File: src/rtl/clfd_pkg.sv
`default_nettype none
package clfd_pkg;

    localparam int unsigned BYTE_W   = 8;
    localparam int unsigned LEN_W    = 32;
    localparam int unsigned CRC_W    = 16;
    localparam int unsigned ROLE_W   = 2;
    localparam int unsigned STATUS_W = 2;
    localparam int unsigned CFG_IDX_W  = 1;
    localparam int unsigned CFG_DATA_W = 32;

    localparam logic [ROLE_W-1:0] ROLE_NAME = 2'd0;
    localparam logic [ROLE_W-1:0] ROLE_BODY = 2'd1;
    localparam logic [ROLE_W-1:0] ROLE_END  = 2'd2;

    localparam logic [STATUS_W-1:0] ST_OK       = 2'd0;
    localparam logic [STATUS_W-1:0] ST_LEN_ERR  = 2'd1;
    localparam logic [STATUS_W-1:0] ST_CRC_ERR  = 2'd2;
    localparam logic [STATUS_W-1:0] ST_NO_TERM  = 2'd3;

    localparam logic [CFG_IDX_W-1:0] CFG_VERIFY_EN = 1'd0;
    localparam logic [CFG_IDX_W-1:0] CFG_MAX_LEN   = 1'd1;

    localparam logic [LEN_W-1:0]  MIN_FRAME_LEN   = 32'd7;
    localparam logic [LEN_W-1:0]  MAX_LEN_RESET   = 32'd67108864;
    localparam logic [BYTE_W-1:0] NAME_END_BYTE   = 8'd0;
    localparam logic [CRC_W-1:0]  CRC_POLY_REFL   = 16'hA001;

    typedef struct packed {
        logic [ROLE_W-1:0]   role;
        logic [BYTE_W-1:0]   data_byte;
        logic [STATUS_W-1:0] frame_status;
        logic                last;
    } t_result;

    // CRC-16/ARC, reflected, one byte
    function automatic logic [CRC_W-1:0] crc_update(input logic [CRC_W-1:0] crc,
                                                    input logic [BYTE_W-1:0] b);
        logic [CRC_W-1:0] c;
        c = crc ^ {{(CRC_W-BYTE_W){1'b0}}, b};
        for (int k = 0; k < BYTE_W; k++) begin
            if (c[0]) begin
                c = (c >> 1) ^ CRC_POLY_REFL;
            end else begin
                c = c >> 1;
            end
        end
        return c;
    endfunction

endpackage
`default_nettype wire

File: src/rtl/clfd_byte_if.sv
`default_nettype none
interface clfd_byte_if;
    logic       valid;
    logic       ready;
    logic [7:0] stream_byte;

    modport source (output valid, output stream_byte, input ready);
    modport sink   (input valid, input stream_byte, output ready);
endinterface
`default_nettype wire

File: src/rtl/clfd_res_if.sv
`default_nettype none
interface clfd_res_if;
    logic       valid;
    logic       ready;
    logic [1:0] role;
    logic [7:0] data_byte;
    logic [1:0] frame_status;
    logic       last;

    modport source (output valid, output role, output data_byte, output frame_status,
                    output last, input ready);
    modport sink   (input valid, input role, input data_byte, input frame_status,
                    input last, output ready);
endinterface
`default_nettype wire

File: src/rtl/clfd_parse.sv
`default_nettype none
module clfd_parse (
    input  wire                          i_clk,
    input  wire                          i_rst_n,
    input  wire                          i_in_valid,
    input  wire  [clfd_pkg::BYTE_W-1:0]  i_in_byte,
    output logic                         o_in_ready,
    input  wire                          i_full,
    input  wire                          i_cfg_we,
    input  wire  [clfd_pkg::CFG_IDX_W-1:0]  i_cfg_index,
    input  wire  [clfd_pkg::CFG_DATA_W-1:0] i_cfg_data,
    output logic                         o_push,
    output clfd_pkg::t_result            o_res
);
    import clfd_pkg::*;

    typedef enum logic [2:0] {
        PH_HEADER,
        PH_NAME,
        PH_BODY,
        PH_CHECK,
        PH_CHECK_NOTERM,
        PH_HALTED
    } t_phase;

    t_phase            r_phase, n_phase, w_after;
    logic [LEN_W-1:0]  r_idx, n_idx;
    logic [LEN_W-1:0]  r_len, n_len;
    logic [LEN_W-1:0]  w_len_full;
    logic [CRC_W-1:0]  r_crc, n_crc;
    logic [BYTE_W-1:0] r_cklo, n_cklo;
    logic              r_in_valid;
    logic [BYTE_W-1:0] r_in_byte;
    logic              r_verify_en;
    logic [LEN_W-1:0]  r_max_len;
    logic              w_go;
    logic              w_fin;
    logic [STATUS_W-1:0] w_status;

    assign w_go       = r_in_valid && !i_full;
    assign o_in_ready = !r_in_valid || !i_full;
    assign w_len_full = r_len | ({{(LEN_W-BYTE_W){1'b0}}, r_in_byte} << {r_idx[1:0], 3'b000});

    always_comb begin
        n_phase  = r_phase;
        n_idx    = r_idx;
        n_len    = r_len;
        n_crc    = r_crc;
        n_cklo   = r_cklo;
        w_after  = r_phase;
        w_fin    = 1'b0;
        w_status = ST_OK;
        o_push   = 1'b0;
        o_res    = '0;
        if (w_go) begin
            unique case (r_phase)
                PH_HEADER: begin
                    n_crc = crc_update(r_crc, r_in_byte);
                    n_len = w_len_full;
                    n_idx = r_idx + 1'b1;
                    if (r_idx[1:0] == 2'd3) begin
                        if (w_len_full > r_max_len || w_len_full < MIN_FRAME_LEN) begin
                            w_fin    = 1'b1;
                            w_status = ST_LEN_ERR;
                        end else begin
                            n_phase = PH_NAME;
                            n_len   = w_len_full - 32'd2;
                        end
                    end
                end
                PH_NAME, PH_BODY: begin
                    n_crc = crc_update(r_crc, r_in_byte);
                    n_idx = r_idx + 1'b1;
                    if (r_phase == PH_BODY) begin
                        o_push          = 1'b1;
                        o_res.role      = ROLE_BODY;
                        o_res.data_byte = r_in_byte;
                    end else if (r_in_byte == NAME_END_BYTE) begin
                        w_after = PH_BODY;
                    end else begin
                        o_push          = 1'b1;
                        o_res.role      = ROLE_NAME;
                        o_res.data_byte = r_in_byte;
                    end
                    n_phase = w_after;
                    if (n_idx == r_len) begin
                        n_phase = (w_after == PH_NAME) ? PH_CHECK_NOTERM : PH_CHECK;
                    end
                end
                PH_CHECK, PH_CHECK_NOTERM: begin
                    if (r_idx == r_len) begin
                        n_cklo = r_in_byte;
                        n_idx  = r_idx + 1'b1;
                    end else begin
                        w_fin = 1'b1;
                        if (r_verify_en && {r_in_byte, r_cklo} != r_crc) begin
                            w_status = ST_CRC_ERR;
                        end else if (r_phase == PH_CHECK_NOTERM) begin
                            w_status = ST_NO_TERM;
                        end else begin
                            w_status = ST_OK;
                        end
                    end
                end
                PH_HALTED: begin
                end
                default: begin
                end
            endcase
            if (w_fin) begin
                o_push             = 1'b1;
                o_res.role         = ROLE_END;
                o_res.data_byte    = '0;
                o_res.frame_status = w_status;
                o_res.last         = 1'b1;
                n_phase = (w_status != ST_OK) ? PH_HALTED : PH_HEADER;
                n_idx   = '0;
                n_len   = '0;
                n_crc   = '0;
                n_cklo  = '0;
            end
        end
    end

    always_ff @(posedge i_clk) begin
        if (!i_rst_n) begin
            r_phase     <= PH_HEADER;
            r_idx       <= '0;
            r_len       <= '0;
            r_crc       <= '0;
            r_cklo      <= '0;
            r_in_valid  <= 1'b0;
            r_verify_en <= 1'b1;
            r_max_len   <= MAX_LEN_RESET;
        end else begin
            r_phase <= n_phase;
            r_idx   <= n_idx;
            r_len   <= n_len;
            r_crc   <= n_crc;
            r_cklo  <= n_cklo;
            if (i_in_valid && o_in_ready) begin
                r_in_valid <= 1'b1;
            end else if (w_go) begin
                r_in_valid <= 1'b0;
            end
            if (i_cfg_we) begin
                unique case (i_cfg_index)
                    CFG_VERIFY_EN: r_verify_en <= i_cfg_data[0];
                    CFG_MAX_LEN:   r_max_len   <= i_cfg_data[LEN_W-1:0];
                    default: begin
                    end
                endcase
            end
        end
    end

    always_ff @(posedge i_clk) begin
        if (i_in_valid && o_in_ready) begin
            r_in_byte <= i_in_byte;
        end
    end

    a_halt_silent: assert property (@(posedge i_clk) disable iff (!i_rst_n)
        r_phase == PH_HALTED |-> !o_push)
        else $error("result pushed while halted");

    a_err_halts: assert property (@(posedge i_clk) disable iff (!i_rst_n)
        (o_push && o_res.last && o_res.frame_status != ST_OK) |=> r_phase == PH_HALTED)
        else $error("error status did not halt parser");

    a_no_push_full: assert property (@(posedge i_clk) disable iff (!i_rst_n)
        i_full |-> !o_push)
        else $error("push into full result queue");

endmodule
`default_nettype wire

File: src/rtl/clfd_outq.sv
`default_nettype none
module clfd_outq (
    input  wire                i_clk,
    input  wire                i_rst_n,
    input  wire                i_push,
    input  wire clfd_pkg::t_result i_res,
    output logic               o_full,
    clfd_res_if.source         o_out
);
    import clfd_pkg::*;

    t_result    r_mem [2];
    logic       r_wp;
    logic       r_rp;
    logic [1:0] r_cnt, n_cnt;
    logic       w_pop;
    t_result    w_head;

    assign w_pop  = (r_cnt != 2'd0) && o_out.ready;
    assign o_full = (r_cnt == 2'd2);
    assign w_head = r_mem[r_rp];

    assign o_out.valid        = (r_cnt != 2'd0);
    assign o_out.role         = w_head.role;
    assign o_out.data_byte    = w_head.data_byte;
    assign o_out.frame_status = w_head.frame_status;
    assign o_out.last         = w_head.last;

    always_comb begin
        n_cnt = r_cnt + {1'b0, i_push} - {1'b0, w_pop};
    end

    always_ff @(posedge i_clk) begin
        if (!i_rst_n) begin
            r_wp  <= 1'b0;
            r_rp  <= 1'b0;
            r_cnt <= 2'd0;
        end else begin
            r_cnt <= n_cnt;
            if (i_push) begin
                r_wp <= !r_wp;
            end
            if (w_pop) begin
                r_rp <= !r_rp;
            end
        end
    end

    always_ff @(posedge i_clk) begin
        if (i_push) begin
            r_mem[r_wp] <= i_res;
        end
    end

    a_cnt_bound: assert property (@(posedge i_clk) disable iff (!i_rst_n)
        r_cnt != 2'd3)
        else $error("result queue count overflow");

endmodule
`default_nettype wire

File: src/rtl/crc16_length_frame_deframer.sv
// Deframer for length-prefixed frames: 32-bit LE length, zero-terminated
// type name, body, 16-bit LE CRC-16/ARC over everything before it.
// Input channel i_in carries one stream byte per beat; output channel o_out
// carries one result per beat: a name byte, a body byte, or a frame-end
// beat (last = 1) with the frame status.
// Path: a byte accepted on i_in is registered, parsed while the two-entry
// result queue is not full, and any result it gives shows on o_out from the queue.
// Throughput: one byte per cycle while the queue has room; the parser holds
// one byte and the CRC is updated a byte per cycle in the parse stage.
// Config: i_cfg_we/i_cfg_index/i_cfg_data write verify enable (index 0) and
// max frame length (index 1); write only while idle.
// Reset (synchronous, active low) clears the parser to expect a header,
// empties the queue and restores the register defaults. Any error status
// halts the parser until reset; bytes are still taken and dropped.
// When the receiver stalls, the queue fills, the held byte waits and i_in
// ready drops; no beat is lost.
`default_nettype none
module crc16_length_frame_deframer (
    input  wire                              i_clk,
    input  wire                              i_rst_n,
    clfd_byte_if.sink                        i_in,
    clfd_res_if.source                       o_out,
    input  wire                              i_cfg_we,
    input  wire  [clfd_pkg::CFG_IDX_W-1:0]   i_cfg_index,
    input  wire  [clfd_pkg::CFG_DATA_W-1:0]  i_cfg_data
);
    import clfd_pkg::*;

    logic    w_in_ready;
    logic    w_full;
    logic    w_push;
    t_result w_res;

    assign i_in.ready = w_in_ready;

    clfd_parse u_parse (
        .i_clk       (i_clk),
        .i_rst_n     (i_rst_n),
        .i_in_valid  (i_in.valid),
        .i_in_byte   (i_in.stream_byte),
        .o_in_ready  (w_in_ready),
        .i_full      (w_full),
        .i_cfg_we    (i_cfg_we),
        .i_cfg_index (i_cfg_index),
        .i_cfg_data  (i_cfg_data),
        .o_push      (w_push),
        .o_res       (w_res)
    );

    clfd_outq u_outq (
        .i_clk   (i_clk),
        .i_rst_n (i_rst_n),
        .i_push  (w_push),
        .i_res   (w_res),
        .o_full  (w_full),
        .o_out   (o_out)
    );

endmodule
`default_nettype wire

File: src/flat_wrapper.sv
// flat-port wrapper written by rule: the top's interface ports become plain ports
module crc16_length_frame_deframer_flat import clfd_pkg::*;
  (i_clk, i_rst_n, i_cfg_we, i_cfg_index, i_cfg_data, i_in_valid, i_in_stream_byte, i_in_ready, o_out_valid, o_out_role, o_out_data_byte, o_out_frame_status, o_out_last, o_out_ready);
  clfd_byte_if i_in_i ();
  clfd_res_if o_out_i ();
  input  wire i_clk;
  input  wire i_rst_n;
  input  wire i_cfg_we;
  input  wire  [clfd_pkg::CFG_IDX_W-1:0] i_cfg_index;
  input  wire  [clfd_pkg::CFG_DATA_W-1:0] i_cfg_data;
  input wire logic [$bits(i_in_i.valid)-1:0] i_in_valid;
  input wire logic [$bits(i_in_i.stream_byte)-1:0] i_in_stream_byte;
  output wire logic [$bits(i_in_i.ready)-1:0] i_in_ready;
  output wire logic [$bits(o_out_i.valid)-1:0] o_out_valid;
  output wire logic [$bits(o_out_i.role)-1:0] o_out_role;
  output wire logic [$bits(o_out_i.data_byte)-1:0] o_out_data_byte;
  output wire logic [$bits(o_out_i.frame_status)-1:0] o_out_frame_status;
  output wire logic [$bits(o_out_i.last)-1:0] o_out_last;
  input wire logic [$bits(o_out_i.ready)-1:0] o_out_ready;
  assign i_in_i.valid = i_in_valid;
  assign i_in_i.stream_byte = i_in_stream_byte;
  assign i_in_ready = i_in_i.ready;
  assign o_out_valid = o_out_i.valid;
  assign o_out_role = o_out_i.role;
  assign o_out_data_byte = o_out_i.data_byte;
  assign o_out_frame_status = o_out_i.frame_status;
  assign o_out_last = o_out_i.last;
  assign o_out_i.ready = o_out_ready;
  crc16_length_frame_deframer u_core (.i_clk(i_clk), .i_rst_n(i_rst_n), .i_in(i_in_i), .o_out(o_out_i), .i_cfg_we(i_cfg_we), .i_cfg_index(i_cfg_index), .i_cfg_data(i_cfg_data));
endmodule
File: config.mk
export PLATFORM = sky130hd
export DESIGN_NAME = crc16_length_frame_deframer_flat
export DESIGN_NICKNAME = d
export VERILOG_FILES = /design/src/rtl/clfd_pkg.sv /design/src/rtl/clfd_byte_if.sv /design/src/rtl/clfd_res_if.sv /design/src/rtl/clfd_parse.sv /design/src/rtl/clfd_outq.sv /design/src/rtl/crc16_length_frame_deframer.sv /design/src/flat_wrapper.sv
export SDC_FILE = /design/constraint.sdc
export NUM_CORES = 1
export LEC_CHECK = 0
export BUFFER_PORTS_ARGS = -buffer_cell sky130_fd_sc_hd__buf_4
export CORE_MARGIN = 2
export CORE_UTILIZATION = 55
export CTS_BUF_LIST = sky130_fd_sc_hd__clkbuf_4
export DETAILED_ROUTE_END_ITERATION = 6
export HOLD_SLACK_MARGIN = 0.02
export PLACE_DENSITY = 0.83
export RECOVER_POWER = 50
export SYNTH_ARGS = -nofsm -noshare
export SYNTH_HDL_FRONTEND = slang
export SYNTH_SLANG_ARGS = --single-unit
File: constraint.sdc
create_clock -name i_clk -period 11.4 [get_ports i_clk]
set_clock_uncertainty 0.05 [all_clocks]
set_input_delay 2.28 -clock i_clk [delete_from_list [all_inputs] [get_ports i_clk]]
set_output_delay 2.28 -clock i_clk [all_outputs]
set_load 0.005 [all_outputs]
==> implementation parameters, run 1 <==
Parameter                              Value

Floorplan
  Die ar.    roughly 0.019 mm²
  Total I/O pin count    just over 60
  Initial cell density of the core    56.13%
  DIE WIDTH    around 140 µm
  Vert. Die Dim    between 100 and 150 µm
  Area inside the core boundary    0.01724 mm²
  Placement row count    48

Run status
  Failing checks    design-rule violations, max-capacitance violations, max-slew violations
  Outcome    complete, but fails checks

Routing
  Average routed wire per standard cell    approximately 17 µm
  Initial DRT Pass Iterations    7
  Initial DRC count    ~850
  Vias per inst    5.956
  Routed wire length    between 20 and 25 mm
  Vias post-DR    between 8k and 9k
  Remaining antenna violation count    0
  Remaining DRCs    1

Global route
  Aggregate global-route resource usage    26.35%
  Met3 global-route usage    5.037%
  Pin count of the biggest net entering global routing    55
  Met2 track utilization from global routing    approximately two fifths
  Most Used Layer, Global Route    met2
  First-pass GRT wire length    between 30 and 40 mm
  Total gr overflow    0
  Antenna violations before repair    1
  Vias in the first global route    ~7.7k
  GR Util met1    between 30% and 40%

Synthesis
  Top post-synthesis cells by area    sky130_fd_sc_hd__dfxtp_1, sky130_fd_sc_hd__edfxtp_1, sky130_fd_sc_hd__xnor2_1
  Number of synthesized flops with an enable pin    32
  Net count after synthesis    about 1.2k
  Proportion of register bits with asynchronous set or reset after synthesis    0%
  Number of instances in the synthesized netlist    1136
  Total number of yosys warnings    0
  Area share of the leading cell type in the synthesized netlist    26.90%
  Register bit count reported by yosys    162
  Average footprint of a synthesized cell    between 8 and 9 µm²
  Combined area of all synthesized cells    a little under 0.01 mm²
  Largest area contributor in the synthesized netlist    sky130_fd_sc_hd__dfxtp_1
  Share of the yosys chip area belonging to registers    36.83%
  Most used flip-flop cell after synthesis    sky130_fd_sc_hd__dfxtp_1
  Number of distinct standard cells referenced by the synthesized netlist    76

Placement
  GPL Wtd Cong    slightly below 1
  Hpwl dp    ~18 mm
  Port buffer count    60

Clock network
  Clock-pin slew of the registers on the worst-case setup and hold paths    ~140 ps
  Setup fix buffers added after clock tree synthesis    0
  Clock buffer depth    2
  Worst skew pair latency    a little under 600 ps
  Inserted Clock Buffers    17
  H-tree levels    4
  CTS sink count    162
  Post-cts repair resize count    0
  Root buf cell    sky130_fd_sc_hd__clkbuf_4
  TritonCTS clock tree    done
  Hold_buf cts    0

Cells and area
  Storage cell area    around 0.0036 mm²
  Number of nets in the finished design    between 1k and 1.5k
  Multi-input gate area    between 0.005 and 0.006 mm²
  Number of fill cells in the layout    1506
  Proportion of layout cells with a drive suffix above 1    a little over a tenth
  Area overhead of the layout relative to synthesis    6.751%

Timing
  Final critical delay including setup and external delays    5521 ps
  Hold violation total from the final report    0
  Transition time of the tightest slew-check pin    ~2500 ps
  Aggregate negative setup slack    0 ps
  RSZ-0062 raised after global routing    false
  Final-report setup violation count    0
  Share of the clock period used by the worst path after layout    between 40% and 50%
  Worst slew margin relative to its limit    -69.36%
  Worst Hold Margin    414.3 ps
  Max-slew violation count    85
  FMAX    roughly 180 MHz

Power
  Power Density    around 120 mW/mm²
  IR Drop Worst-Case VDD    between 0.07 and 0.08 mV
  Leakage component of the power    around 4.0 nW

Run
  Number of violations of the max-capacitance limit    2

Setup path
  Worst setup SP type    register
  Maximum fanout along the worst path    16
  Class of the most critical setup path    reg -> reg
  Element type at the critical path end    register
  Data required time of the critical path    11740 ps
  Critical path data arrival time    around 5900 ps

Min path
  Worst min-delay path category    reg -> reg
cell families (layout without fill, tap and decap cells):
family	Yosys count	after routing	share of synthesized area, %
compound gates	238	238	16.85
flops	162	162	36.83
xor+xnor	144	144	13.04
buf+inv	131	156	5.510
fa+ha+maj	36	36	4.656
mux	18	18	2.043
simple gates	407	407	21.07
other cells	0	1	0
metrics by stage:
| step | cells | power, W | util [%] | instance area, µm² | worst slack (ps) |
|---|---|---|---|---|---|
| 2_1_floorplan | 1136 | 0.0008637 | - | 9674 | 7373 |
| 3_3_place_gp | 1354 | 0.0009389 | 58.76 | 10130 | 6403 |
| 3_5_place_dp | 1354 | 0.0009469 | 58.76 | 10130 | 6243 |
| 4_1_cts | 1386 | 0.001263 | 60.24 | 10380 | 6211 |
| 5_1_grt | 1387 | 0.001317 | 59.92 | 10330 | 5454 |
| 6_report | 1387 | 0.001254 | 59.92 | 10330 | 5879 |
synth_stat cells, drive strengths merged, types with 8 or more instances:
| library cell | n |
|---|---|
| nor4 | 19 |
| xor2 | 51 |
| clkbuf | 52 |
| nor2 | 77 |
| a21o | 22 |
| edfxtp | 32 |
| o21ai | 33 |
| a21oi | 90 |
| xnor2 | 93 |
| a22o | 41 |
| ha | 36 |
| inv | 60 |
| nand3 | 35 |
| nand2 | 136 |
| nor2b | 12 |
| buf | 19 |
| or2 | 8 |
| dfxtp | 130 |
| mux2 | 14 |
| nand4 | 27 |
| nand2b | 8 |
| and4 | 8 |
| and2 | 21 |
| nor3 | 27 |
area by class of cell:
type,instances,share of cell area (%)
Multi-Input combinational cell,843,53.67
Sequential cell,162,34.50
Timing Repair Buffer,64,4.434
Tap cell,225,2.726
Inverter,60,2.181
Clock buffer,19,1.381
Clock inverter,13,1.078
Antenna cell,1,0.02423
power breakdown:
group,internal [W],switching (W),leakage [nW],total [W]
Combinational,0.000129,0.000160,2.50,0.000289
Sequential,0.000607,0.0000375,1.35,0.000645
Clock,0.000113,0.000208,0.141,0.000321
state kept, by name, indices dropped and copies added (netlist names), 3 cells and up, named ones only:
signal and flops:
u_core.u_parse.r_crc 16, u_core.u_parse.r_phase 3, u_core.u_parse.r_idx 32, u_core.u_outq.r_mem 24, u_core.u_parse.r_in_byte 8, u_core.u_parse.r_len 32, u_core.u_parse.r_max_len 32, u_core.u_parse.r_cklo 8
layout by cell type, fill, tap and decap left out, types with 12 or more instances in the layout:
cell	Yosys	final
sky130_fd_sc_hd__nand2_1	135	135
sky130_fd_sc_hd__nor2b_1	12	12
sky130_fd_sc_hd__xor2_1	51	51
sky130_fd_sc_hd__edfxtp_1	32	32
sky130_fd_sc_hd__dfxtp_1	130	130
sky130_fd_sc_hd__buf_4	1	38
sky130_fd_sc_hd__clkbuf_4	0	39
sky130_fd_sc_hd__a21o_1	22	22
sky130_fd_sc_hd__nor3_1	25	26
sky130_fd_sc_hd__nor2_1	74	74
sky130_fd_sc_hd__inv_1	59	59
sky130_fd_sc_hd__a22o_1	40	40
sky130_fd_sc_hd__nand3_1	35	35
sky130_fd_sc_hd__and2_1	21	12
sky130_fd_sc_hd__nand4_1	27	27
sky130_fd_sc_hd__xnor2_1	93	93
sky130_fd_sc_hd__o21ai_0	30	30
sky130_fd_sc_hd__nor4_1	18	18
sky130_fd_sc_hd__a21oi_1	89	90
sky130_fd_sc_hd__ha_1	36	36
per-layer routing:
layer,share of wire (%),wire [µm]
met1,44,10520
met2,45,10700
met3,7.4,1758
met4,3.8,909
met5,0,0
worst max-delay path: stages (launching register included):
cell                       delay [ps]
sky130_fd_sc_hd__dfxtp_1          590
sky130_fd_sc_hd__nor2b_1          590
sky130_fd_sc_hd__a21o_1           330
sky130_fd_sc_hd__ha_1             290
sky130_fd_sc_hd__a21oi_1          160
sky130_fd_sc_hd__o21ai_0          100
sky130_fd_sc_hd__a221o_1          370
sky130_fd_sc_hd__o21ai_0          410
sky130_fd_sc_hd__a211oi_1         260
sky130_fd_sc_hd__a22oi_1         1190
sky130_fd_sc_hd__a21oi_1          320
sky130_fd_sc_hd__ha_1             330
sky130_fd_sc_hd__xor2_1           160
sky130_fd_sc_hd__xnor2_1          140
sky130_fd_sc_hd__nor2_1            50
worst paths after layout:
check	startpoint	to	slack, ps	cells after the start
max	u_core.u_parse.r_idx[0]$_SDFFE_PN0P_	u_core.u_outq.r_cnt[1]$_SDFF_PN0_	5880	14
min	u_core.u_parse.r_max_len[19]$_SDFFE_PN0P_	u_core.u_parse.r_max_len[19]$_SDFFE_PN0P_	410	2
max reg2reg	u_core.u_parse.r_idx[0]$_SDFFE_PN0P_	u_core.u_outq.r_cnt[1]$_SDFF_PN0_	5880	14
min reg2reg	u_core.u_parse.r_max_len[19]$_SDFFE_PN0P_	u_core.u_parse.r_max_len[19]$_SDFFE_PN0P_	410	2
Note: power is estimated with default switching activity, not from simulation.
==> inputs of run 2 (changes only) <==
==> constraint.sdc (replaced) <==
create_clock -name i_clk -period 5.75 [get_ports i_clk]
set_clock_uncertainty 0.05 [all_clocks]
set_input_delay 1.15 -clock i_clk [delete_from_list [all_inputs] [get_ports i_clk]]
set_output_delay 1.15 -clock i_clk [all_outputs]
set_load 0.005 [all_outputs]
==> implementation parameters, run 2 (same netlist as run 1, synthesis figures left out) <==
Parameter                              Value

Run status
  Outcome    complete, but fails checks
  Failing checks    max-capacitance violations, max-slew violations

Timing
  Max-slew violation count    35
  Worst slew margin relative to its limit    -3.793%
  Final-report setup violation count    0
  Transition time of the tightest slew-check pin    1557 ps
  Share of the clock period used by the worst path after layout    between 80% and 90%
  FMAX    slightly above 200 MHz
  Aggregate negative setup slack    0 ps
  Hold violation total from the final report    0
  Final critical delay including setup and external delays    between 4000 and 5000 ps
  RSZ-0062 raised after global routing    false

Cells and area
  Area overhead of the layout relative to synthesis    7.281%
  Finished Cell Area    ~0.010 mm²
  Proportion of layout cells with a drive suffix above 1    a little over a tenth
  Most common cell after layout, fill and taps aside    sky130_fd_sc_hd__nand2_1
  Number of nets in the finished design    between 1k and 1.5k
  Number of fill cells in the layout    around 1.5k
  Top library cells by usage in the layout, fill and taps aside    sky130_fd_sc_hd__nand2_1, sky130_fd_sc_hd__dfxtp_1, sky130_fd_sc_hd__xnor2_1, sky130_fd_sc_hd__a21oi_1, sky130_fd_sc_hd__nor2_1
  Largest registers    u_core.u_parse.r_idx: 32 flops, u_core.u_parse.r_len: 32 flops, u_core.u_parse.r_max_len: 32 flops

Routing
  Average routed wire per standard cell    between 15 and 20 µm
  Remaining DRCs    0
  Remaining antenna violation count    0
  Vias post-DR    between 8k and 9k
  Initial DRC count    about 870
  Initial DRT Pass Iterations    5
  Routed wire length    roughly 25 mm
  Vias per inst    around 6

Clock network
  Inserted Clock Buffers    17
  Hold_buf cts    0
  Setup fix buffers added after clock tree synthesis    0
  Post-cts repair resize count    0
  Clock buffer depth    2
  CTS sink count    162
  TritonCTS clock tree    done
  H-tree levels    4
  Root buf cell    sky130_fd_sc_hd__clkbuf_4
  Worst skew pair latency    around 580 ps
  Clock-pin slew of the registers on the worst-case setup and hold paths    around 130 ps

Global route
  Met2 track utilization from global routing    between 40% and 50%
  Pin count of the biggest net entering global routing    35
  Antenna violations before repair    1
  Aggregate global-route resource usage    between 20% and 30%
  Met3 global-route usage    under 10%
  Vias in the first global route    between 7k and 8k
  Total gr overflow    0
  GR Util met1    between 30% and 40%
  First-pass GRT wire length    between 30 and 40 mm
  Most Used Layer, Global Route    met2

Power
  Power Density    ~240 mW/mm²
  IR Drop Worst-Case VDD    between 0.15 and 0.2 mV
  Leakage component of the power    4.050 nW

Setup path
  Critical path data arrival time    5370 ps
  Element type at the critical path end    register
  Cells traversed along the worst timing path    and2_0 -> a21oi_1 -> inv_1 -> ha_1 -> and4_1 -> nand2_1 -> nor4_1 -> nor2b_1 -> o21ai_0 -> a211oi_1 -> a22o_1 -> nor3_1 -> clkbuf_2 -> a32o_1
  Data required time of the critical path    6180 ps
  Maximum fanout along the worst path    29
  Number of buffers and inverters on the critical path    2
  Worst setup SP type    register
  Setup slack of the most critical reg-to-reg path    between 800 and 900 ps
  Max stage delay on crit path    ~570 ps
  Highest-delay cell along the critical path    sky130_fd_sc_hd__a211oi_1
  Gate family responsible for the most delay along the worst path    compound AO/OA/AOI/OAI gates
  Class of the most critical setup path    reg -> reg

Placement
  GPL Wtd Cong    0.9728
  Hpwl dp    17.99 mm
  Port buffer count    60
  Placed cell area    0.01015 mm²

Min path
  Worst min-delay path category    reg -> reg

Floorplan
  Die ar.    0.01867 mm²
  Area inside the core boundary    0.01724 mm²
  Placement row count    between 40 and 50
  DIE WIDTH    ~140 µm
  Vert. Die Dim    approximately 140 µm
  Total I/O pin count    61
  Initial cell density of the core    56.13%

Run
  Number of violations of the max-capacitance limit    1
==> run 2: changes by cell type in the layout (fill, tap and decap cells not counted), sizes merged <==
cell      previous run  this run
clkbuf              45        48
buf                 38        40
clkinvlp             2         1
clkinv               7         6
inv                 63        62
bufinv               1         2
==> run 2: power breakdown <==
| group | internal (W) | switching, W | total (W) | leakage [nW] |
|---|---|---|---|---|
| Sequential | 0.00120 | 0.0000755 | 0.00128 | 1.35 |
| Clock | 0.000274 | 0.000400 | 0.000674 | 0.155 |
| Combinational | 0.000257 | 0.000325 | 0.000581 | 2.54 |
| Total | 0.00173 | 0.000801 | 0.00254 | 4.05 |
==> run 2: per-stage QoR <==
step	power [W]	setup WS [ps]	hold WS (ps)	util, %	instances
after floorplan	0.001712	1723	386.3	-	1136
after global placement	0.001865	1241	392.1	58.89	1357
after detailed placement	0.001881	1176	397.3	58.89	1357
after CTS	0.002543	1119	415.2	60.47	1389
after global routing	0.002660	419.0	428.6	60.21	1390
final	0.002535	809.9	410.9	60.21	1390
==> run 2: final timing paths <==
check | to | cells after the start | from
worst max register to register | u_core.u_parse.r_len[19]$_SDFFE_PN0P_ | 14 | u_core.u_parse.r_idx[1]$_SDFFE_PN0P_
worst min register to register | u_core.u_parse.r_max_len[12]$_SDFFE_PN0P_ | 2 | u_core.u_parse.r_max_len[12]$_SDFFE_PN0P_
worst max-delay path | u_core.u_parse.r_len[19]$_SDFFE_PN0P_ | 14 | u_core.u_parse.r_idx[1]$_SDFFE_PN0P_
worst min-delay path | u_core.u_parse.r_max_len[12]$_SDFFE_PN0P_ | 2 | u_core.u_parse.r_max_len[12]$_SDFFE_PN0P_
==> run 2: routing by layer <==
layer,wire length [µm],up-vias
met5,0,-
met4,920,0
met3,1589,82
met2,11110,367
met1,10910,3875
li1,-,4002
==> run 2: worst min-delay path: stages (launching register included) <==
cell and delay, ps:
sky130_fd_sc_hd__dfxtp_1 330, sky130_fd_sc_hd__nand2_1 50, sky130_fd_sc_hd__a21oi_1 50
==> run 2: cell type report <==
type                    count  area, µm²  share of cell area (%)
diodes                      1      2.502                 0.02411
clock buffers              21      157.7                   1.519
clock inverters            11      113.9                   1.097
inverters                  60      225.2                   2.170
multi-input cells         843       5545                   53.43
flip-flops and latches    162       3563                   34.33
well taps                 225      281.5                   2.712
repair buffers             67      489.2                   4.714
